`config.mk`:
```
export PLATFORM = sky130hd
export DESIGN_NAME = lpra_cordic_cell
export DESIGN_NICKNAME = d
export VERILOG_FILES = /design/src/rtl/assert_macros.svh /design/src/rtl/lpra_pkg.sv /design/src/rtl/lpra_cordic_cell.sv
export SDC_FILE = /design/constraint.sdc
export NUM_CORES = 1
export LEC_CHECK = 0
export BUFFER_PORTS_ARGS = -buffer_cell sky130_fd_sc_hd__buf_4
export CORE_MARGIN = 4
export CORE_UTILIZATION = 48
export DETAILED_ROUTE_END_ITERATION = 16
export PLACE_DENSITY = 0.78
export SLEW_MARGIN = 20
export SYNTH_ARGS = -nofsm -noshare
export SYNTH_HDL_FRONTEND = slang
export SYNTH_SLANG_ARGS = --single-unit
```
`constraint.sdc`:
```
create_clock -name clk -period 3.3 [get_ports clk]
set_input_delay 0.66 -clock clk [delete_from_list [all_inputs] [get_ports clk]]
set_output_delay 0.66 -clock clk [all_outputs]
set_load 0.02 [all_outputs]
```
`src/rtl/assert_macros.svh`:
```
// Assertion macros for the top RTL module of the ring assignment block.
`ifndef ASSERT_MACROS_SVH
`define ASSERT_MACROS_SVH

// Clocked assertion on clk, disabled while rst_n is low.
`define ASSERT_CLK(lbl, prop, msg) \
  lbl: assert property (@(posedge clk) disable iff (!rst_n) prop) \
    else $error(msg);

// Same-cycle implication on clk, disabled while rst_n is low.
`define ASSERT_IMPL(lbl, ante, cons, msg) \
  lbl: assert property (@(posedge clk) disable iff (!rst_n) (ante) |-> (cons)) \
    else $error(msg);

`endif

```
`src/rtl/lpra_pkg.sv`:
```
// Shared types, constants and tables for the lidar ring assignment pipeline.
package lpra_pkg;

  // Defaults for the top-level parameters.
  localparam int CORDIC_STEPS_DEF = 16;
  localparam int MAX_RINGS_DEF    = 128;

  // Field and datapath widths.
  localparam int COORD_W  = 24;
  localparam int SQ_W     = 48;
  localparam int RAD_W    = 64;
  localparam int SQ_STEPS = 32;
  localparam int CW       = 36;
  localparam int ANG_W    = 32;
  localparam int ATAN_LEN = 24;
  localparam int INT_W    = 16;
  localparam int RING_W   = 7;
  localparam int N2_W     = 24;
  localparam int DSPAN_W  = 15;
  localparam int FOV_W    = 15;
  localparam int RC_W     = 8;
  localparam int CFG_W    = 15;

  // Intensity: floor(range / 100) by reciprocal multiply, capped at 255.0 in Q8.8.
  localparam logic [25:0] RECIP_100  = 26'd42949673;
  localparam logic [31:0] INT_CAP_IN = 32'd6528000;
  localparam logic [15:0] INT_CAP    = 16'd65280;

  // Register reset values.
  localparam logic [RC_W-1:0]         RING_COUNT_RST = 8'd16;
  localparam logic signed [FOV_W-1:0] FOV_BOTTOM_RST = -15'sd1687;
  localparam logic signed [FOV_W-1:0] FOV_TOP_RST    = 15'sd1687;

  // Configuration register indexes.
  typedef enum logic [1:0] {
    CFG_RING_COUNT = 2'd0,
    CFG_FOV_BOTTOM = 2'd1,
    CFG_FOV_TOP    = 2'd2
  } cfg_idx_t;

  // Input and result payloads.
  typedef struct packed {
    logic signed [COORD_W-1:0] x_mm;
    logic signed [COORD_W-1:0] y_mm;
    logic signed [COORD_W-1:0] z_mm;
  } in_t;

  typedef struct packed {
    logic signed [COORD_W-1:0] out_x_mm;
    logic signed [COORD_W-1:0] out_y_mm;
    logic signed [COORD_W-1:0] out_z_mm;
    logic [INT_W-1:0]          intensity_q8;
    logic [RING_W-1:0]         ring_index;
  } out_t;

  // Point plus its finished intensity, carried along the later stages.
  typedef struct packed {
    in_t              pt;
    logic [INT_W-1:0] inten;
  } pay_t;

  // One lane of the digit-by-digit square root.
  typedef struct packed {
    logic [RAD_W-1:0] rem;
    logic [RAD_W-1:0] res;
  } sq_lane_t;

  // Horizontal range lane and full range lane.
  typedef struct packed {
    sq_lane_t xy;
    sq_lane_t all;
  } sq_t;

  // Vectoring CORDIC state.
  typedef struct packed {
    logic signed [CW-1:0]    x;
    logic signed [CW-1:0]    y;
    logic signed [ANG_W-1:0] ang;
    logic                    zero;
  } cord_t;

  // Restoring divider state for the ring quotient.
  typedef struct packed {
    logic [N2_W-1:0]   rem;
    logic [RING_W-1:0] q;
    logic              drop;
  } div_t;

  // atan(2^-i) in hundredths of a degree times 2^16, rounded to nearest.
  function automatic logic [29:0] atan_cdeg_q16(input int idx);
    case (idx)
      0:       return 30'd294912000;
      1:       return 30'd174096719;
      2:       return 30'd91987925;
      3:       return 30'd46694507;
      4:       return 30'd23437865;
      5:       return 30'd11730358;
      6:       return 30'd5866610;
      7:       return 30'd2933484;
      8:       return 30'd1466764;
      9:       return 30'd733385;
      10:      return 30'd366693;
      11:      return 30'd183346;
      12:      return 30'd91673;
      13:      return 30'd45837;
      14:      return 30'd22918;
      15:      return 30'd11459;
      16:      return 30'd5730;
      17:      return 30'd2865;
      18:      return 30'd1432;
      19:      return 30'd716;
      20:      return 30'd358;
      21:      return 30'd179;
      22:      return 30'd90;
      23:      return 30'd45;
      default: return 30'd0;
    endcase
  endfunction

endpackage

```
`src/rtl/lpra_cordic_cell.sv`:
```
// One vectoring CORDIC rotation stage for the elevation angle.
module lpra_cordic_cell #(
  parameter int STEP = 0
) (
  input  logic            clk,
  input  logic            rst_n,
  input  logic            en,
  input  logic            v_i,
  input  lpra_pkg::cord_t c_i,
  input  lpra_pkg::pay_t  p_i,
  output logic            v_o,
  output lpra_pkg::cord_t c_o,
  output lpra_pkg::pay_t  p_o
);
  import lpra_pkg::*;

  localparam logic signed [ANG_W-1:0] ATAN_C = ANG_W'(atan_cdeg_q16(STEP));

  logic                 v_r;
  cord_t                c_r;
  cord_t                c_nxt;
  pay_t                 p_r;
  logic signed [CW-1:0] dx;
  logic signed [CW-1:0] dy;

  // Rotate clockwise when y is zero or positive, otherwise counterclockwise.
  always_comb begin
    dx = c_i.y >>> STEP;
    dy = c_i.x >>> STEP;
    c_nxt.zero = c_i.zero;
    if (!c_i.y[CW-1]) begin
      c_nxt.x   = c_i.x + dx;
      c_nxt.y   = c_i.y - dy;
      c_nxt.ang = c_i.ang + ATAN_C;
    end else begin
      c_nxt.x   = c_i.x - dx;
      c_nxt.y   = c_i.y + dy;
      c_nxt.ang = c_i.ang - ATAN_C;
    end
  end

  always_ff @(posedge clk) begin
    if (!rst_n) begin
      v_r <= 1'b0;
    end else if (en) begin
      v_r <= v_i;
    end
  end

  always_ff @(posedge clk) begin
    if (en) begin
      c_r <= c_nxt;
      p_r <= p_i;
    end
  end

  assign v_o = v_r;
  assign c_o = c_r;
  assign p_o = p_r;

endmodule

```
# == After elaboration in Yosys (flattened, before gate mapping) ==
# Index checks and enable logic that the tools add are counted.
# word_totals
ff_bits,194
in_bits,197
output_inout_bits,194
word_cells,15
# op_classes
add_sub_neg,5
n_mux,1
# op_table
op,count
2-to-1 mux 104 bit,1
subtractor 36 bit,2
adder 36 bit,1
"adder 32 x 30 -> 32 bit, second input constant",1
"subtractor 32 x 30 -> 32 bit, second input constant",1

# == Logic depth before layout (Yosys ltp) ==
# depth
word_depth,2
mapped_depth,14
mapped_depth_nobuf,12

# == Least setup slack after synthesis ==
# No wires, ideal clock.
# synth_timing
path_type,input port to flip-flop
from,input port c_i[68] (netlist bit)
to,register c_r (netlist bit c_o[31]) (data pin)
setup_ns,0.266
arrival_ns,3.304
required_time_ns,3.034
setup_slack_ns,-0.270
stages,14
n_path_buf,3
cell_sequence,clkbuf_1 -> inv_1 -> clkbuf_1 -> buf_1 -> ha_1 -> nor2b_1 -> o21ai_0 -> a21boi_0 -> o21ai_0 -> a21boi_0 -> o21ai_0 -> a21oi_1 -> o41ai_1 -> xnor2_1
# synth_rtl
item,line,text
"start, declared",lpra_cordic_cell.sv:9,"input lpra_pkg::cord_t c_i,"
"end signal, assigned",lpra_cordic_cell.sv:52,c_r <= c_nxt;
"end, declared",lpra_cordic_cell.sv:20,cord_t c_r;

==> metrics.txt <==
outcome finished, final reports clean; largest net degree at the start of global routing 67; number of antenna violations at the first check in global routing 3; DRT iter0 DRCs 1368; fin crit period 3220 ps; unique cell type count in the Yosys netlist 68; unrepaired setup endpoints after global routing false; routing usage on met3 0.0619; Slew @ Worst Pin 677 ps; yosys warns 0; Hold WC Path Type primary input to register; routed len/inst 21.7 um; Setup Fix Bufs, Post-CTS 0; Min Hold Slack 381 ps; DR pass1 iterations 5; GRT Overall Usage 0.309; Detail Placement HPWL 38100 um; Avg Vias per Cell 5.60; Worst EP required 3480 ps; Vias 12300; Synth Area in Simple Gates 0.108; Die W 171 um; pwr/cell area 455 nW/um2; Yosys reg bits 193; max-cap check violation count 0; H-tree levels 4; Slew headroom 0.544; Fillers 2023; Root Driver clkbuf_16; Synth Instances 1272; fmax 311 MHz; Data arrival, critical path 3390 ps; Synth Area in Adders 0.125; Most Crowded Layer GR met2; total power 8290 uW; Synth Area in Compound Gates 0.195; ys flop type edfxtp_1; final hold vios 0; clock skew 0 ps; WS Path Type primary input to register; Reg clk slew, reported paths 100 ps; first-pass GRT wire length 69700 um; clk_lat worst skew 430 ps; # rows 59; XOR/XNOR Fraction of Synth Area 0.0521; Post-Syn Area 12800 um2; Post-synth EDFFs 192; sequential area share after synthesis 0.453; CTS tree yes; Pins Over Slew Limit 0; Die ar. 29300 um2; Syn Nets 1594; met1 GRT Util 0.405; worst-path maximum fanout 7; Core Region 26100 um2; Final Cycle Share 0.974; Port Buffers 390; Starting Density 0.489; vias in the first global route 12100; Routability Congestion 0.999; critical path launch point type primary input; largest vdd supply drop 311 uV; routed wire length 47600 um; post-synthesis mux area share 0.0118; Mean Syn Cell Area 10.0 um2; largest family of logic cells by synthesized area compound AO/OA/AOI/OAI gates; Finish-stage setup viols 0; CTS Buffer Depth 2; met2 Use GR 0.512; Async SR Flop Fraction 0; CP Capture Type register; Area Growth Syn to Fin 42.5%; Num Clock Sinks 193; Die Ht 171 um; DRC viols 0; Leakage 0.00828 uW; share of cells above drive strength 1 0.355; total grt overflow 0; post-layout util 0.696; CTS Buf Count 17; fin nets 2161; Boundary Pins 391; post-route ant nets 0
[layout make-up]
cell class	instances	area (um2)	share of cell area
clock inverters	15	216	0.0119
multi-input cells	900	6300	0.347
diodes	3	7.51	0.000413
clock buffers	17	425	0.0234
repair buffers	602	4560	0.251
well taps	335	419	0.0230
inverters	125	469	0.0258
flip-flops and latches	193	5790	0.318
[per-layer routing]
metal  vias to the layer above  routed length, um
li1                       5735                  -
met1                      5819              19300
met2                       603              22800
met3                       101               3900
met4                         0               1650
met5                         -                  0
[synth_stat cells, types with 11 or more instances]
cell type / number / share of area
clkbuf_1: 24 / 0.0071
buf_2: 14 / 0.0055
nor2_1: 88 / 0.026
a211oi_1: 20 / 0.012
and2_1: 12 / 0.0059
xnor2_1: 62 / 0.043
o31ai_1: 11 / 0.0065
a31oi_1: 14 / 0.0069
nand2b_1: 12 / 0.0059
xor2_1: 14 / 0.0096
nand3_1: 22 / 0.0086
inv_1: 121 / 0.036
nand2_1: 58 / 0.017
a21oi_1: 151 / 0.059
a21o_1: 28 / 0.016
o21bai_1: 25 / 0.015
edfxtp_1: 192 / 0.45
buf_1: 13 / 0.0038
ha_1: 121 / 0.12
nor3_1: 36 / 0.014
mux2i_1: 15 / 0.012
o21ai_0: 76 / 0.030
nor2b_1: 14 / 0.0069
[repair_timing]
action | in CTS | in global routing
endpoints found under the setup margin | 0 | 15
resized for setup | 0 | 6
hold buffers | 0 | 0
[final timing paths]
check / depth (start not counted) / endpoint / slack, ps / startpoint
worst min register to register: 2 / v_o / 550 / v_o
worst max-delay path: 12 / c_o[96] / 80 / c_i[34]
worst max register to register: 2 / v_o / 2690 / v_o
worst min-delay path: 1 / p_o[24] / 380 / p_i[24]
[state kept, by name, indices dropped and copies added (netlist names)]
name and count:
v_o 1, c_o 104, p_o 88
[layout by cell type (no fill, tap or decap), types with 11 or more instances in the layout]
cell type and count:
a31oi_1 14, xor2_1 14, o21bai_1 25, nand3_1 22
edfxtp_1 192, nand2b_1 12, a211oi_1 18, nor3_1 35
o21ai_0 75, mux2i_1 15, clkbuf_16 17, a21o_1 28
nor2_1 88, ha_1 121, inv_1 120, nor2b_1 14
o31ai_1 11, buf_4 598, a21oi_1 150, xnor2_1 62
and2_1 12, nand2_1 58
[kinds of logic (layout without fill, tap and decap cells)]
logic type | Yosys count | count (layout)
XOR/XNOR | 76 | 76
multiplexers | 15 | 15
flip-flops | 193 | 193
AND/OR/NAND/NOR | 288 | 288
AO/OA/AOI/OAI | 396 | 396
other | 0 | 3
buffers and inverters | 179 | 759
adder cells (fa/ha/maj) | 125 | 125
[through the flow]
stage / instance area, um2 / setup TNS [ps] / cells / setup WS, ps
6_report: 18200 / 0 / 2190 / 84.2
5_1_grt: 18200 / 0 / 2190 / 0.895
4_1_cts: 18200 / 0 / 2187 / 40.9
3_5_place_dp: 17500 / -8380 / 2155 / -408
3_3_place_gp: 17500 / -7820 / 2155 / -418
2_1_floorplan: 12800 / 0 / 1272 / 6.50
[worst max-delay path, cell delays in order]
cell and delay, ps:
buf_4 120, buf_4 130, ha_1 210, nor2_1 180, a221oi_2 110, a21oi_1 410, a31oi_1 220, a21o_1 260
a21oi_2 470, o21bai_1 160, a221oi_1 350, xnor2_1 120
[where the power goes]
group          switching (uW)  internal [uW]  total [uW]
sequential               96.4           3060        3160
combinational            1580           1250        2830
clock                    1230           1070        2300
Power figures use the tool's default switching activity.
