`src/rtl/assert_macros.svh`:
```
// Assertion macros for the top RTL module of the ring assignment block.
`ifndef ASSERT_MACROS_SVH
`define ASSERT_MACROS_SVH

// Clocked assertion on clk, disabled while rst_n is low.
`define ASSERT_CLK(lbl, prop, msg) \
  lbl: assert property (@(posedge clk) disable iff (!rst_n) prop) \
    else $error(msg);

// Same-cycle implication on clk, disabled while rst_n is low.
`define ASSERT_IMPL(lbl, ante, cons, msg) \
  lbl: assert property (@(posedge clk) disable iff (!rst_n) (ante) |-> (cons)) \
    else $error(msg);

`endif

```
`src/rtl/lpra_pkg.sv`:
```
// Shared types, constants and tables for the lidar ring assignment pipeline.
package lpra_pkg;

  // Defaults for the top-level parameters.
  localparam int CORDIC_STEPS_DEF = 16;
  localparam int MAX_RINGS_DEF    = 128;

  // Field and datapath widths.
  localparam int COORD_W  = 24;
  localparam int SQ_W     = 48;
  localparam int RAD_W    = 64;
  localparam int SQ_STEPS = 32;
  localparam int CW       = 36;
  localparam int ANG_W    = 32;
  localparam int ATAN_LEN = 24;
  localparam int INT_W    = 16;
  localparam int RING_W   = 7;
  localparam int N2_W     = 24;
  localparam int DSPAN_W  = 15;
  localparam int FOV_W    = 15;
  localparam int RC_W     = 8;
  localparam int CFG_W    = 15;

  // Intensity: floor(range / 100) by reciprocal multiply, capped at 255.0 in Q8.8.
  localparam logic [25:0] RECIP_100  = 26'd42949673;
  localparam logic [31:0] INT_CAP_IN = 32'd6528000;
  localparam logic [15:0] INT_CAP    = 16'd65280;

  // Register reset values.
  localparam logic [RC_W-1:0]         RING_COUNT_RST = 8'd16;
  localparam logic signed [FOV_W-1:0] FOV_BOTTOM_RST = -15'sd1687;
  localparam logic signed [FOV_W-1:0] FOV_TOP_RST    = 15'sd1687;

  // Configuration register indexes.
  typedef enum logic [1:0] {
    CFG_RING_COUNT = 2'd0,
    CFG_FOV_BOTTOM = 2'd1,
    CFG_FOV_TOP    = 2'd2
  } cfg_idx_t;

  // Input and result payloads.
  typedef struct packed {
    logic signed [COORD_W-1:0] x_mm;
    logic signed [COORD_W-1:0] y_mm;
    logic signed [COORD_W-1:0] z_mm;
  } in_t;

  typedef struct packed {
    logic signed [COORD_W-1:0] out_x_mm;
    logic signed [COORD_W-1:0] out_y_mm;
    logic signed [COORD_W-1:0] out_z_mm;
    logic [INT_W-1:0]          intensity_q8;
    logic [RING_W-1:0]         ring_index;
  } out_t;

  // Point plus its finished intensity, carried along the later stages.
  typedef struct packed {
    in_t              pt;
    logic [INT_W-1:0] inten;
  } pay_t;

  // One lane of the digit-by-digit square root.
  typedef struct packed {
    logic [RAD_W-1:0] rem;
    logic [RAD_W-1:0] res;
  } sq_lane_t;

  // Horizontal range lane and full range lane.
  typedef struct packed {
    sq_lane_t xy;
    sq_lane_t all;
  } sq_t;

  // Vectoring CORDIC state.
  typedef struct packed {
    logic signed [CW-1:0]    x;
    logic signed [CW-1:0]    y;
    logic signed [ANG_W-1:0] ang;
    logic                    zero;
  } cord_t;

  // Restoring divider state for the ring quotient.
  typedef struct packed {
    logic [N2_W-1:0]   rem;
    logic [RING_W-1:0] q;
    logic              drop;
  } div_t;

  // atan(2^-i) in hundredths of a degree times 2^16, rounded to nearest.
  function automatic logic [29:0] atan_cdeg_q16(input int idx);
    case (idx)
      0:       return 30'd294912000;
      1:       return 30'd174096719;
      2:       return 30'd91987925;
      3:       return 30'd46694507;
      4:       return 30'd23437865;
      5:       return 30'd11730358;
      6:       return 30'd5866610;
      7:       return 30'd2933484;
      8:       return 30'd1466764;
      9:       return 30'd733385;
      10:      return 30'd366693;
      11:      return 30'd183346;
      12:      return 30'd91673;
      13:      return 30'd45837;
      14:      return 30'd22918;
      15:      return 30'd11459;
      16:      return 30'd5730;
      17:      return 30'd2865;
      18:      return 30'd1432;
      19:      return 30'd716;
      20:      return 30'd358;
      21:      return 30'd179;
      22:      return 30'd90;
      23:      return 30'd45;
      default: return 30'd0;
    endcase
  endfunction

endpackage

```
`src/rtl/lpra_sqrt_cell.sv`:
```
// One stage of the pipelined integer square root, two lanes side by side.
module lpra_sqrt_cell #(
  parameter int K = 0
) (
  input  logic            clk,
  input  logic            rst_n,
  input  logic            en,
  input  logic            v_i,
  input  lpra_pkg::sq_t   s_i,
  input  lpra_pkg::in_t   p_i,
  output logic            v_o,
  output lpra_pkg::sq_t   s_o,
  output lpra_pkg::in_t   p_o
);
  import lpra_pkg::*;

  // Trial bit of this stage: 4^(31-K).
  localparam logic [RAD_W-1:0] BIT_C = RAD_W'(1) << (62 - 2 * K);

  logic  v_r;
  sq_t   s_r;
  sq_t   s_nxt;
  in_t   p_r;

  // One result bit: subtract the trial value when it fits.
  function automatic sq_lane_t sq_step(input sq_lane_t l);
    sq_lane_t         o;
    logic [RAD_W-1:0] t;
    t = l.res + BIT_C;
    if (l.rem >= t) begin
      o.rem = l.rem - t;
      o.res = (l.res >> 1) + BIT_C;
    end else begin
      o.rem = l.rem;
      o.res = l.res >> 1;
    end
    return o;
  endfunction

  always_comb begin
    s_nxt.xy  = sq_step(s_i.xy);
    s_nxt.all = sq_step(s_i.all);
  end

  // Valid bit follows the pipeline enable.
  always_ff @(posedge clk) begin
    if (!rst_n) begin
      v_r <= 1'b0;
    end else if (en) begin
      v_r <= v_i;
    end
  end

  // Data moves to the next stage with the enable.
  always_ff @(posedge clk) begin
    if (en) begin
      s_r <= s_nxt;
      p_r <= p_i;
    end
  end

  assign v_o = v_r;
  assign s_o = s_r;
  assign p_o = p_r;

endmodule

```
`config.mk`:
```
export PLATFORM = sky130hd
export DESIGN_NAME = lpra_sqrt_cell
export DESIGN_NICKNAME = d
export VERILOG_FILES = /design/src/rtl/assert_macros.svh /design/src/rtl/lpra_pkg.sv /design/src/rtl/lpra_sqrt_cell.sv
export SDC_FILE = /design/constraint.sdc
export NUM_CORES = 1
export LEC_CHECK = 0
export BUFFER_PORTS_ARGS = -buffer_cell sky130_fd_sc_hd__buf_2
export CAP_MARGIN = 25
export CORE_AREA = 2 2 256 258
export CTS_CLUSTER_SIZE = 30
export DETAILED_ROUTE_END_ITERATION = 8
export DIE_AREA = 0 0 258 260
export GPL_TIMING_DRIVEN = 0
export SLEW_MARGIN = 15
export SYNTH_ARGS = -nofsm -noshare
export SYNTH_HDL_FRONTEND = slang
export SYNTH_SLANG_ARGS = --single-unit
export TNS_END_PERCENT = 5
```
`constraint.sdc`:
```
create_clock -name clk -period 3.71 [get_ports clk]
set_clock_uncertainty 0.1 [all_clocks]
set_input_delay 1.113 -clock clk [delete_from_list [all_inputs] [get_ports clk]]
set_output_delay 1.113 -clock clk [all_outputs]
set_load 0.02 [all_outputs]
```
# Word level (Yosys, flattened, before mapping)

Cells that the tools add are included.

Flip-flop bits (word level): 329
Bits of input ports: 332
Output and inout bits: 329
Logic and storage cells: 20

Add/sub/neg operators: 6
Order comparisons: 2
Multiplexer cells: 2

Operators with widths:

| operator               | number |
|---|---|
| $mux 128               | 2 |
| $add 63x63->64 const B | 2 |
| $add 64x63->64 const B | 2 |
| $ge 64x64->1           | 2 |
| $sub 64x64->64         | 2 |

# Logic depth before layout (Yosys ltp)

Word-level depth: 3
Mapped depth: 15
Mapped depth without buffers: 13

# Least setup slack after synthesis

Ideal clock, no wire load.

Kind: input-to-reg
Start point: in s_i[192] in the netlist's numbering
End point: reg s_r (netlist bit s_o[254]) (data pin)
Library setup time: 0.256 ns
Data arrival time: 3.584 ns
Required time: 3.354 ns
Path slack: -0.230 ns
Cell stages on the path: 13
Buffers on the path: 0
Path through: inv_1 -> ha_1 -> fa_1 -> nand2b_1 -> a211oi_1 -> o211ai_1 -> nand4b_1 -> a21oi_1 -> or4_1 -> and3_4 -> o31ai_4 -> xnor2_1 -> o21ai_2

RTL lines:

| element                | RTL line             | text |
|---|---|---|
| start: declaration     | lpra_sqrt_cell.sv:9  | `input lpra_pkg::sq_t s_i,` |
| end signal: assignment | lpra_sqrt_cell.sv:57 | `s_r <= s_nxt;` |
| end: declaration       | lpra_sqrt_cell.sv:21 | `sq_t s_r;` |

==> metrics.md <==
| Metric | Value |
|---|---|
| Delay-heaviest family, CP | `compound AO/OA/AOI/OAI gates` |
| Final number of max-transition violations | `0` |
| Die height | `around 260 um` |
| Pre-CTS setup slack | `-1310 ps` |
| Post-Synthesis Cells | `between 1,500 and 2,000` |
| Root Driver | `clkbuf_16` |
| Met3 Wirelength | `around 4800 um` |
| Status | `finished with violations` |
| Peak Freq | `around 270 MHz` |
| Net Sw Frac | `about a third` |
| CTS tree | `yes` |
| Final worst slack | `-17.2 ps` |
| Core Box Area | `about 0.064 mm2` |
| Final antenna-violating net count | `0` |
| Post-synth EDFFs | `about 330` |
| DR vias | `around 18,000` |
| Relative slew margins | `about half` |
| Highest metal used | `met5` |
| RSZ-0062 raised after global routing | `yes` |
| Most frequent CP cell | `o21ai_0` |
| Placement Rows | `slightly above 90` |
| Met2 WL post-DR | `approximately 38,000 um` |
| Routed WL | `about 75,000 um` |
| Slowest stage cell, crit path | `a311oi_4` |
| Initial antenna violation count | `14` |
| Synth Flop Type | `edfxtp_1` |
| Hold buffers post-CTS | `0` |
| Final setup fails | `3` |
| Failing checks | `setup timing` |
| CP arrival | `3890 ps` |
| DRT iter0 DRCs | `approximately 1,300` |
| CTS Buf Count | `39` |
| Worst Setup Start Kind | `primary input` |
| Skew-Pair Late Insertion Delay | `between 500 and 600 ps` |
| # IOs | `~660` |
| Largest net degree at the start of global routing | `98` |
| Clk sinks | `about 330` |
| Final Util | `between 40% and 50%` |
| CP Cell Sequence | `buf_2 -> ha_4 -> a21oi_1 -> o21ai_0 -> o21bai_1 -> a221oi_2 -> a21o_1 -> nand2_2 -> a311oi_4 -> buf_4 -> xor2_1 -> o21ai_0` |
| LEAKAGE | `11.8 nW` |
| DRC violations left | `0` |
| Starting Density | `roughly 31%` |
| WP data required | `a little under 4000 ps` |
| # H-tree levels | `2` |
| Filler Cell Count | `between 6,000 and 7,000` |
| Area delta synth->final | `36.4%` |
| First-pass GRT wire length | `between 100,000 and 150,000 um` |
| Dpl hpwl | `about 60,000 um` |
| Buffers on Ports | `660` |
| Tmin final | `between 3000 and 4000 ps` |
| Full die area | `0.0671 mm2` |
| Syn Std Cell Area | `between 0.015 and 0.02 mm2` |
| GRT Util Overall | `approximately a fifth` |
| Gpl congestion | `approximately 0.94` |
| Mean Syn Cell Area | `roughly 10 um2` |
| Die W | `about 260 um` |
| Commonest non-fill, non-tap cell in the layout | `buf_2` |
| Wire per inst | `~21 um` |
| Slowest Stage Delay on Critical Path | `~500 ps` |
| Async SR Flop Fraction | `0%` |
| Final Cycle Share | `100%` |
| Crit end category | `flop` |
| Met1 Wirelength | `approximately 29,000 um` |
| Pint | `approximately 8.2 mW` |
| Power per cell area | `between 400 and 500 mW/mm2` |
| Worst Max-Slew Pin Slew | `between 700 and 800 ps` |
| Reg clk slew, reported paths | `60 ps` |
| Post-synthesis register bit count | `approximately 330` |
| Seq pwr share | `38.3%` |
| Count of warnings emitted by yosys | `0` |
| Worst Path Buf+Inv | `2` |
| Final count of hold timing violations | `0` |
| Grt ovf | `0` |
| Worst VDD drop | `362 uV` |
| Register area share after synthesis | `49.8%` |
| Worst min-delay path class | `flop to flop` |
| Maximum Capacitance Violations | `0` |
| Critical Path Fanout Max | `6` |
| Via density | `between 5 and 6` |
| Final nets | `3,145` |
| Most frequent cells in the layout | `buf_2, edfxtp_1, nand2_1` |
| Switching pwr | `4.06 mW` |
| Combinational power share | `30.7%` |
| Clock Tree Buf Depth | `3` |
| Vias in the first global route | `between 15,000 and 20,000` |
| Post-synth cell types | `87` |
| Drt first pass iters | `5` |
| Cell area after layout | `0.0270 mm2` |
| Setup CP Type | `primary input to flop` |
| Total power | `~12 mW` |
| Smallest hold slack | `435 ps` |
| Fraction of layout cells with a size suffix above 1 | `a little over a third` |
| Clock power share | `30.9%` |
| Syn Nets | `between 2,000 and 2,500` |
| Post-DP Area | `0.0245 mm2` |
==> repair_timing <==
item,in CTS,in global routing
buffers inserted,12,33
pin swaps,15,59
resized for setup,125,117
cloned,1,0
endpoints found under the setup margin,131,129
==> layout make-up <==
cell class / count / area [um2] / area share, %
sequential: 329 / 9870 / 36.5
multi-input combinational: 1384 / 9980 / 36.9
timing repair buffer: 710 / 3810 / 14.1
buffer: 64 / 430 / 1.59
inverter: 155 / 599 / 2.22
antenna: 4 / 10.0 / 0.0370
clock buffer: 48 / 1050 / 3.89
tap: 855 / 1070 / 3.96
clock inverter: 22 / 205 / 0.759
==> logic make-up after synthesis <==
kind of cell	share of synthesized area, %
multiplexers	0.385
flip-flops	49.8
AND/OR/NAND/NOR	12.7
XOR/XNOR	5.22
buffers and inverters	4.89
adder cells (fa/ha/maj)	8.29
AO/OA/AOI/OAI	18.6
==> cells in the mapped netlist (17+ instances only) <==
library cell  count  area [um2]
nor3_1           22         110
ha_1            128        1600
nor2_1           80         300
buf_2            18        90.1
inv_1           155         582
nand2_1         244         916
a21oi_1         169         846
nor2b_1          17         106
nand3_1          27         135
xor2_1           48         420
edfxtp_1        328        9850
o21ai_1          31         155
o21bai_1         32         240
a21o_1           76         571
o21a_1           17         128
clkbuf_1         60         225
nand4_1          53         332
o21ai_0         166         831
xnor2_1          70         613
==> final timing paths <==
check / start / end / slack (ps) / depth (start not counted)
worst max-delay path: s_i[75] / s_o[108] / -20 / 12
worst min register to register: v_o / v_o / 430 / 2
worst min-delay path: v_o / v_o / 430 / 2
worst max register to register: v_o / v_o / 2990 / 2
==> sequential cells by signal, summed over array words and instances, names as in the netlist <==
register / count
p_o: 72
s_o: 256
v_o: 1
==> power by group through the flow <==
stage | Clock (mW) | Combinational [mW] | Sequential (mW)
after floorplan | 0 | 1.57 | 5.32
after global placement | 0 | 3.42 | 4.82
after detailed placement | 0 | 3.45 | 4.79
after CTS | 3.93 | 3.63 | 4.72
after global routing | 4.04 | 4.07 | 4.75
final | 3.80 | 3.78 | 4.71
==> worst register-to-register path: cells and delay by family, from the launching register on <==
family / cells / cell delay [ps]
and+or+nand+nor: 1 / 60
muxes: 1 / 140
DFF: 1 / 300
==> layer usage <==
layer / global-route usage (%) / vias up
met5: 0 / -
met3: 4.10 / 121
met4: 6.37 / 10
met1: 24.8 / 8731
li1: - / 8609
met2: 38.5 / 679
==> metrics by stage <==
stage / instances / setup TNS [ps]
2_1_floorplan: 1955 / -2610
3_3_place_gp: 3470 / -1251260
3_5_place_dp: 3474 / -133680
4_1_cts: 3551 / -314
5_1_grt: 3567 / -1350
6_report: 3571 / -31.5
Note: power is estimated with default switching activity, not from simulation.
