[src/rtl/assert_macros.svh]
// Assertion macros for the top RTL module of the ring assignment block.
`ifndef ASSERT_MACROS_SVH
`define ASSERT_MACROS_SVH

// Clocked assertion on clk, disabled while rst_n is low.
`define ASSERT_CLK(lbl, prop, msg) \
  lbl: assert property (@(posedge clk) disable iff (!rst_n) prop) \
    else $error(msg);

// Same-cycle implication on clk, disabled while rst_n is low.
`define ASSERT_IMPL(lbl, ante, cons, msg) \
  lbl: assert property (@(posedge clk) disable iff (!rst_n) (ante) |-> (cons)) \
    else $error(msg);

`endif

[src/rtl/lpra_pkg.sv]
// Shared types, constants and tables for the lidar ring assignment pipeline.
package lpra_pkg;

  // Defaults for the top-level parameters.
  localparam int CORDIC_STEPS_DEF = 16;
  localparam int MAX_RINGS_DEF    = 128;

  // Field and datapath widths.
  localparam int COORD_W  = 24;
  localparam int SQ_W     = 48;
  localparam int RAD_W    = 64;
  localparam int SQ_STEPS = 32;
  localparam int CW       = 36;
  localparam int ANG_W    = 32;
  localparam int ATAN_LEN = 24;
  localparam int INT_W    = 16;
  localparam int RING_W   = 7;
  localparam int N2_W     = 24;
  localparam int DSPAN_W  = 15;
  localparam int FOV_W    = 15;
  localparam int RC_W     = 8;
  localparam int CFG_W    = 15;

  // Intensity: floor(range / 100) by reciprocal multiply, capped at 255.0 in Q8.8.
  localparam logic [25:0] RECIP_100  = 26'd42949673;
  localparam logic [31:0] INT_CAP_IN = 32'd6528000;
  localparam logic [15:0] INT_CAP    = 16'd65280;

  // Register reset values.
  localparam logic [RC_W-1:0]         RING_COUNT_RST = 8'd16;
  localparam logic signed [FOV_W-1:0] FOV_BOTTOM_RST = -15'sd1687;
  localparam logic signed [FOV_W-1:0] FOV_TOP_RST    = 15'sd1687;

  // Configuration register indexes.
  typedef enum logic [1:0] {
    CFG_RING_COUNT = 2'd0,
    CFG_FOV_BOTTOM = 2'd1,
    CFG_FOV_TOP    = 2'd2
  } cfg_idx_t;

  // Input and result payloads.
  typedef struct packed {
    logic signed [COORD_W-1:0] x_mm;
    logic signed [COORD_W-1:0] y_mm;
    logic signed [COORD_W-1:0] z_mm;
  } in_t;

  typedef struct packed {
    logic signed [COORD_W-1:0] out_x_mm;
    logic signed [COORD_W-1:0] out_y_mm;
    logic signed [COORD_W-1:0] out_z_mm;
    logic [INT_W-1:0]          intensity_q8;
    logic [RING_W-1:0]         ring_index;
  } out_t;

  // Point plus its finished intensity, carried along the later stages.
  typedef struct packed {
    in_t              pt;
    logic [INT_W-1:0] inten;
  } pay_t;

  // One lane of the digit-by-digit square root.
  typedef struct packed {
    logic [RAD_W-1:0] rem;
    logic [RAD_W-1:0] res;
  } sq_lane_t;

  // Horizontal range lane and full range lane.
  typedef struct packed {
    sq_lane_t xy;
    sq_lane_t all;
  } sq_t;

  // Vectoring CORDIC state.
  typedef struct packed {
    logic signed [CW-1:0]    x;
    logic signed [CW-1:0]    y;
    logic signed [ANG_W-1:0] ang;
    logic                    zero;
  } cord_t;

  // Restoring divider state for the ring quotient.
  typedef struct packed {
    logic [N2_W-1:0]   rem;
    logic [RING_W-1:0] q;
    logic              drop;
  } div_t;

  // atan(2^-i) in hundredths of a degree times 2^16, rounded to nearest.
  function automatic logic [29:0] atan_cdeg_q16(input int idx);
    case (idx)
      0:       return 30'd294912000;
      1:       return 30'd174096719;
      2:       return 30'd91987925;
      3:       return 30'd46694507;
      4:       return 30'd23437865;
      5:       return 30'd11730358;
      6:       return 30'd5866610;
      7:       return 30'd2933484;
      8:       return 30'd1466764;
      9:       return 30'd733385;
      10:      return 30'd366693;
      11:      return 30'd183346;
      12:      return 30'd91673;
      13:      return 30'd45837;
      14:      return 30'd22918;
      15:      return 30'd11459;
      16:      return 30'd5730;
      17:      return 30'd2865;
      18:      return 30'd1432;
      19:      return 30'd716;
      20:      return 30'd358;
      21:      return 30'd179;
      22:      return 30'd90;
      23:      return 30'd45;
      default: return 30'd0;
    endcase
  endfunction

endpackage

[src/rtl/lpra_div_cell.sv]
// One restoring division stage of the ring quotient; the top stage detects overflow.
module lpra_div_cell #(
  parameter int K = 0
) (
  input  logic                          clk,
  input  logic                          rst_n,
  input  logic                          en,
  input  logic [lpra_pkg::DSPAN_W-1:0]  d,
  input  logic                          v_i,
  input  lpra_pkg::div_t                s_i,
  input  lpra_pkg::pay_t                p_i,
  output logic                          v_o,
  output lpra_pkg::div_t                s_o,
  output lpra_pkg::pay_t                p_o
);
  import lpra_pkg::*;

  logic            v_r;
  div_t            s_r;
  div_t            s_nxt;
  pay_t            p_r;
  logic [N2_W-1:0] dk;
  logic            ge;

  assign dk = N2_W'(d) << K;
  assign ge = (s_i.rem >= dk);

  generate
    if (K == RING_W) begin : g_ovf
      // A quotient of 2^RING_W or more cannot be carried, so the point is dropped.
      always_comb begin
        s_nxt      = s_i;
        s_nxt.drop = s_i.drop | ge;
      end
    end else begin : g_bit
      // Subtract the shifted divisor when it fits and set this quotient bit.
      always_comb begin
        s_nxt = s_i;
        if (ge) begin
          s_nxt.rem  = s_i.rem - dk;
          s_nxt.q[K] = 1'b1;
        end
      end
    end
  endgenerate

  always_ff @(posedge clk) begin
    if (!rst_n) begin
      v_r <= 1'b0;
    end else if (en) begin
      v_r <= v_i;
    end
  end

  always_ff @(posedge clk) begin
    if (en) begin
      s_r <= s_nxt;
      p_r <= p_i;
    end
  end

  assign v_o = v_r;
  assign s_o = s_r;
  assign p_o = p_r;

endmodule

[config.mk]
export PLATFORM = sky130hd
export DESIGN_NAME = lpra_div_cell
export DESIGN_NICKNAME = d
export VERILOG_FILES = /design/src/rtl/assert_macros.svh /design/src/rtl/lpra_pkg.sv /design/src/rtl/lpra_div_cell.sv
export SDC_FILE = /design/constraint.sdc
export NUM_CORES = 1
export LEC_CHECK = 0
export BUFFER_PORTS_ARGS = -buffer_cell sky130_fd_sc_hd__buf_2
export CAP_MARGIN = 20
export CORE_UTILIZATION = 35
export CTS_CLUSTER_DIAMETER = 40
export DETAILED_ROUTE_END_ITERATION = 8
export PLACE_DENSITY_LB_ADDON = 0.12
export SYNTH_ARGS = -nofsm -noshare
export SYNTH_HDL_FRONTEND = slang
export SYNTH_SLANG_ARGS = --single-unit
[constraint.sdc]
create_clock -name clk -period 5.3 [get_ports clk]
set_input_delay 0.265 -clock clk [delete_from_list [all_inputs] [get_ports clk]]
set_output_delay 0.265 -clock clk [all_outputs]
set_load 0.05 [all_outputs]
After elaboration in Yosys (flattened, before gate mapping) --
Cells that the tools add are included.
Storage, ports and cells: bits in registers 121, input bits 139, output and inout port bits 121, word-level logic and storage cells 12
Operators by class: add/subtract/negate cells 1, $lt $le $gt $ge 1, multiplexer cells 1
Operators by type and width (count):
- greater-or-equal comparator 24 x 15 -> 1 bit | 1
- two-way mux 24 bit | 1
- subtractor 24 x 15 -> 24 bit | 1

Depth between registers and ports, before layout --
depth in word-level cells 2, gate-level depth with buffers 12, gate-level depth less buffers 10

Worst setup path before layout --
Ideal clock, no wire load.
path kind input-to-reg, start point input port s_i[8] (netlist name), end point register s_r, in the netlist s_o[30] (data pin), library setup time 0.273 ns, arrival 2.274 ns, required time 5.027 ns, path slack 2.753 ns, stages on the path 11, path buffers 1, cells stage by stage inv_1 > ha_1 > fa_1 > nand2b_1 > a21oi_1 > a211oi_1 > o221ai_1 > a21bo_1 > buf_6 > nor4b_1 > xor2_1
RTL lines:
- start: declaration | line lpra_div_cell.sv:10 | input lpra_pkg::div_t s_i,
- end signal: assignment | line lpra_div_cell.sv:57 | s_r <= s_nxt;
- end: declaration | line lpra_div_cell.sv:19 | div_t s_r;

==> results_dict.tcl <==
set metrics [dict create \
    number_of_nets_still_failing_antenna_checks_after_routing 0 \
    setup_slack_ns 2.40 \
    synth_ff_type "sky130_fd_sc_hd__edfxtp_1" \
    synth_cell_type_count 43 \
    clock_skew_ns 0 \
    grt_first_pass_wirelength_um 19000 \
    via_count_of_the_first_global_routing_pass 3426 \
    post_synth.cell_area_avg_um2 15.5 \
    grt_start_max_net_pins 75 \
    num-nets-final 739 \
    finalWeightedCongestion 0.810 \
    post_synth_most_frequent_cells "120 x sky130_fd_sc_hd__edfxtp_1, 27 x sky130_fd_sc_hd__nor2_1, 23 x sky130_fd_sc_hd__a21oi_1" \
    synth-seq-area-share_pct 74.6 \
    global_route.overflow_total 0 \
    number_of_antenna_violations_at_the_first_check_in_global_routing 0 \
    avgViaCountPerCell 4.61 \
    cell_with_the_largest_stage_delay_on_the_worst_path "sky130_fd_sc_hd__a21bo_1" \
    post_cts_resize_count 0 \
    clk_pin_slew_ns 0.06 \
    cpLargestDelayFamily "compound AO/OA/AOI/OAI gates" \
    cts_tree "built" \
    tritoncts.num_buffers 17 \
    finalHoldViolations 0 \
    critical_path_buf_inv_count 2 \
    power.density_cell_area_nw_per_um2 410 \
    floorplan.rows 42 \
    fin_worst_hold_slack_ns 0.0274 \
    yosysWarningCount 0 \
    h-tree-depth 4 \
    cts_sink_cnt 121 \
    antenna_cells_inserted 0 \
    worst_ep_arrival_time_ns 3.07 \
    die_area_um2 14400 \
    setup_tns_ns 0 \
    fillerInstances 1232 \
    critPathKind "input port to register" \
    critical_path.endpoint_type "register" \
    io_buffers 259 \
    utilization_pct 51.4 \
    run_status "complete, no violations" \
    floorplan.initialDensity_pct 36.3 \
    postRouteWirelength_um 12900 \
    worstHoldPathType "input port to register" \
    report.power.total_w 0.00283 \
    postSynthCellCount 313 \
    avgRoutedWirePerCell_um 16.7 \
    cp_slowest_stage_delay_ns 0.43 \
    fmax_mhz 344 \
    post_cts_setup_bufs 0 \
    count_of_final_setup_violators 0 \
    path_max_fanout 24 \
    hold_buffers 0 \
    post-dp-hpwl_um 9880 \
    ctsRootBufferMaster "sky130_fd_sc_hd__clkbuf_16" \
    max_cap_violations 0 \
    synth_top_area_share_pct 74.2 \
    rsz_0062_raised_after_global_routing "no" \
    cts-root-to-sink-buffers 2 \
    post_synthesis_cell_area_um2 4860 \
    post-place-ws_ns 1.99 \
    die_boundary_width_um 120 \
    drt_drc_violations_left 0 \
    design.core.area_um2 13400 \
    worstMarginPinSlew_ns 0.977 \
    detailedRoute.firstPassIterationCount 4 \
    postSynthNetCount 468 \
    maxSlewHeadroom_pct 34.9 \
    timing.critical_path.cells "buf_2 -> ha_1 -> fa_1 -> nand2b_1 -> a21oi_1 -> a211oi_1 -> o221ai_1 -> a21bo_1 -> buf_4 -> mux2_2" \
    synthToLayoutAreaGrowth_pct 41.9 \
    synth-edff-count 120 \
    synth.top_cells.by_area "sky130_fd_sc_hd__edfxtp_1 74%, sky130_fd_sc_hd__ha_1 3.9%, sky130_fd_sc_hd__a21oi_1 2.4%, sky130_fd_sc_hd__xnor2_1 2.2%, sky130_fd_sc_hd__nor2_1 2.1%" \
    irDropWorstVdd_mv 0.214 \
    clkLatencyLatePin_ns 0.41 \
    launching_element_type_of_the_critical_path "input port" \
    synth-async-reset-ratio_pct 0 \
    synth_largest_area_cell "sky130_fd_sc_hd__edfxtp_1" \
    final.min_clock_period_ns 2.90 \
    drive_above_1_share_pct 49.6 \
    finalCritPeriodShare_pct 54.8 \
    drtIter0Drc 200 \
    io-pin-count 260 \
    finalMaxSlewViolations 0 \
    dieHeight_um 120 \
    vias 3563 \
    yosys_register_bits 121 \
    groute.usage.overall_pct 18.0 \
    data_required_time_at_the_worst_endpoint_ns 5.46 \
    yosysMostFrequentCell "sky130_fd_sc_hd__edfxtp_1" \
    power_leakage_nw 3.09 \
]
[cells by family (layout without fill, tap and decap cells)]
family | after synthesis | in the layout | synth area share [%]
buffers and inverters | 29 | 313 | 2.63
XOR/XNOR | 22 | 22 | 3.96
AND/OR/NAND/NOR | 69 | 69 | 6.98
AO/OA/AOI/OAI | 53 | 53 | 6.95
flip-flops | 121 | 121 | 74.6
multiplexers | 3 | 3 | 0.644
adder cells (fa/ha/maj) | 16 | 16 | 4.27
[power breakdown]
group | leakage, nW | internal, W | total, W | switching (W)
logic | 1.63 | 0.000147 | 0.000591 | 0.000445
clock network | 0.273 | 0.000643 | 0.00106 | 0.000417
registers | 1.18 | 0.00115 | 0.00117 | 0.0000192
total | 3.09 | 0.00194 | 0.00283 | 0.000881
[final timing paths]
check	slack (ns)	from	cells past startpoint	end
hold / removal	0.03	p_i[57]	1	p_o[57]
hold reg to reg	0.54	v_o	2	v_o
setup reg to reg	4.69	v_o	2	v_o
setup / recovery	2.40	d[0]	10	s_o[14]
[per-stage QoR]
stage               instances  cell area (µm²)
finish                    773             6890
global route              773             6890
CTS                       773             6890
detailed placement        741             6340
global placement          741             6340
floorplan                 313             4860
[registers in the layout, summed over array words and instances, names as in the netlist]
signal and count:
p_o 88, v_o 1, s_o 32
[worst register-to-register path: cells and delay by family (launching register included)]
| kind | cells | cell delay, ns |
|---|---|---|
| flip-flops | 1 | 0.31 |
| multiplexers | 1 | 0.13 |
| AND/OR/NAND/NOR | 1 | 0.07 |
[layer usage]
metal	GRT usage [%]	routed length, µm	vias to the layer above	share of wire (%)
met5	0	0	-	0
met3	5.94	882	21	6.9
met4	7.66	280	0	2.2
met1	21.4	5210	1668	40
li1	-	-	1716	-
met2	29.9	6500	158	50
[cells in the final DEF (no fill, tap or decap), types with 2 or more instances in the layout]
cell	count
sky130_fd_sc_hd__buf_2	258
sky130_fd_sc_hd__edfxtp_1	120
sky130_fd_sc_hd__nor2_1	27
sky130_fd_sc_hd__a21oi_1	23
sky130_fd_sc_hd__inv_1	20
sky130_fd_sc_hd__clkbuf_16	17
sky130_fd_sc_hd__ha_1	15
sky130_fd_sc_hd__nand2_1	13
sky130_fd_sc_hd__xnor2_1	12
sky130_fd_sc_hd__xor2_1	10
sky130_fd_sc_hd__a21o_1	9
sky130_fd_sc_hd__clkinv_2	6
sky130_fd_sc_hd__o21ai_0	5
sky130_fd_sc_hd__nand4_1	4
sky130_fd_sc_hd__nand3_1	4
sky130_fd_sc_hd__nor3_1	4
sky130_fd_sc_hd__clkinv_4	4
sky130_fd_sc_hd__nand2b_1	3
sky130_fd_sc_hd__a211oi_1	3
sky130_fd_sc_hd__a31oi_1	3
sky130_fd_sc_hd__buf_4	3
sky130_fd_sc_hd__or4_1	2
sky130_fd_sc_hd__o21bai_1	2
sky130_fd_sc_hd__a221oi_1	2
sky130_fd_sc_hd__nor2b_1	2
sky130_fd_sc_hd__mux2i_1	2
sky130_fd_sc_hd__clkinvlp_4	2
sky130_fd_sc_hd__inv_6	2
[area by class of cell]
cell class                      instances  area [µm²]  area share (%)
Multi-Input combinational cell        163        1110            16.1
Inverter                               20        75.1            1.09
Sequential cell                       121        3620            52.6
Tap cell                              176         220            3.19
Clock buffer                           17         425            6.17
Clock inverter                         15         128            1.85
Timing Repair Buffer                  261        1310            19.1
No activity file was read; power rests on OpenSTA's default activity.
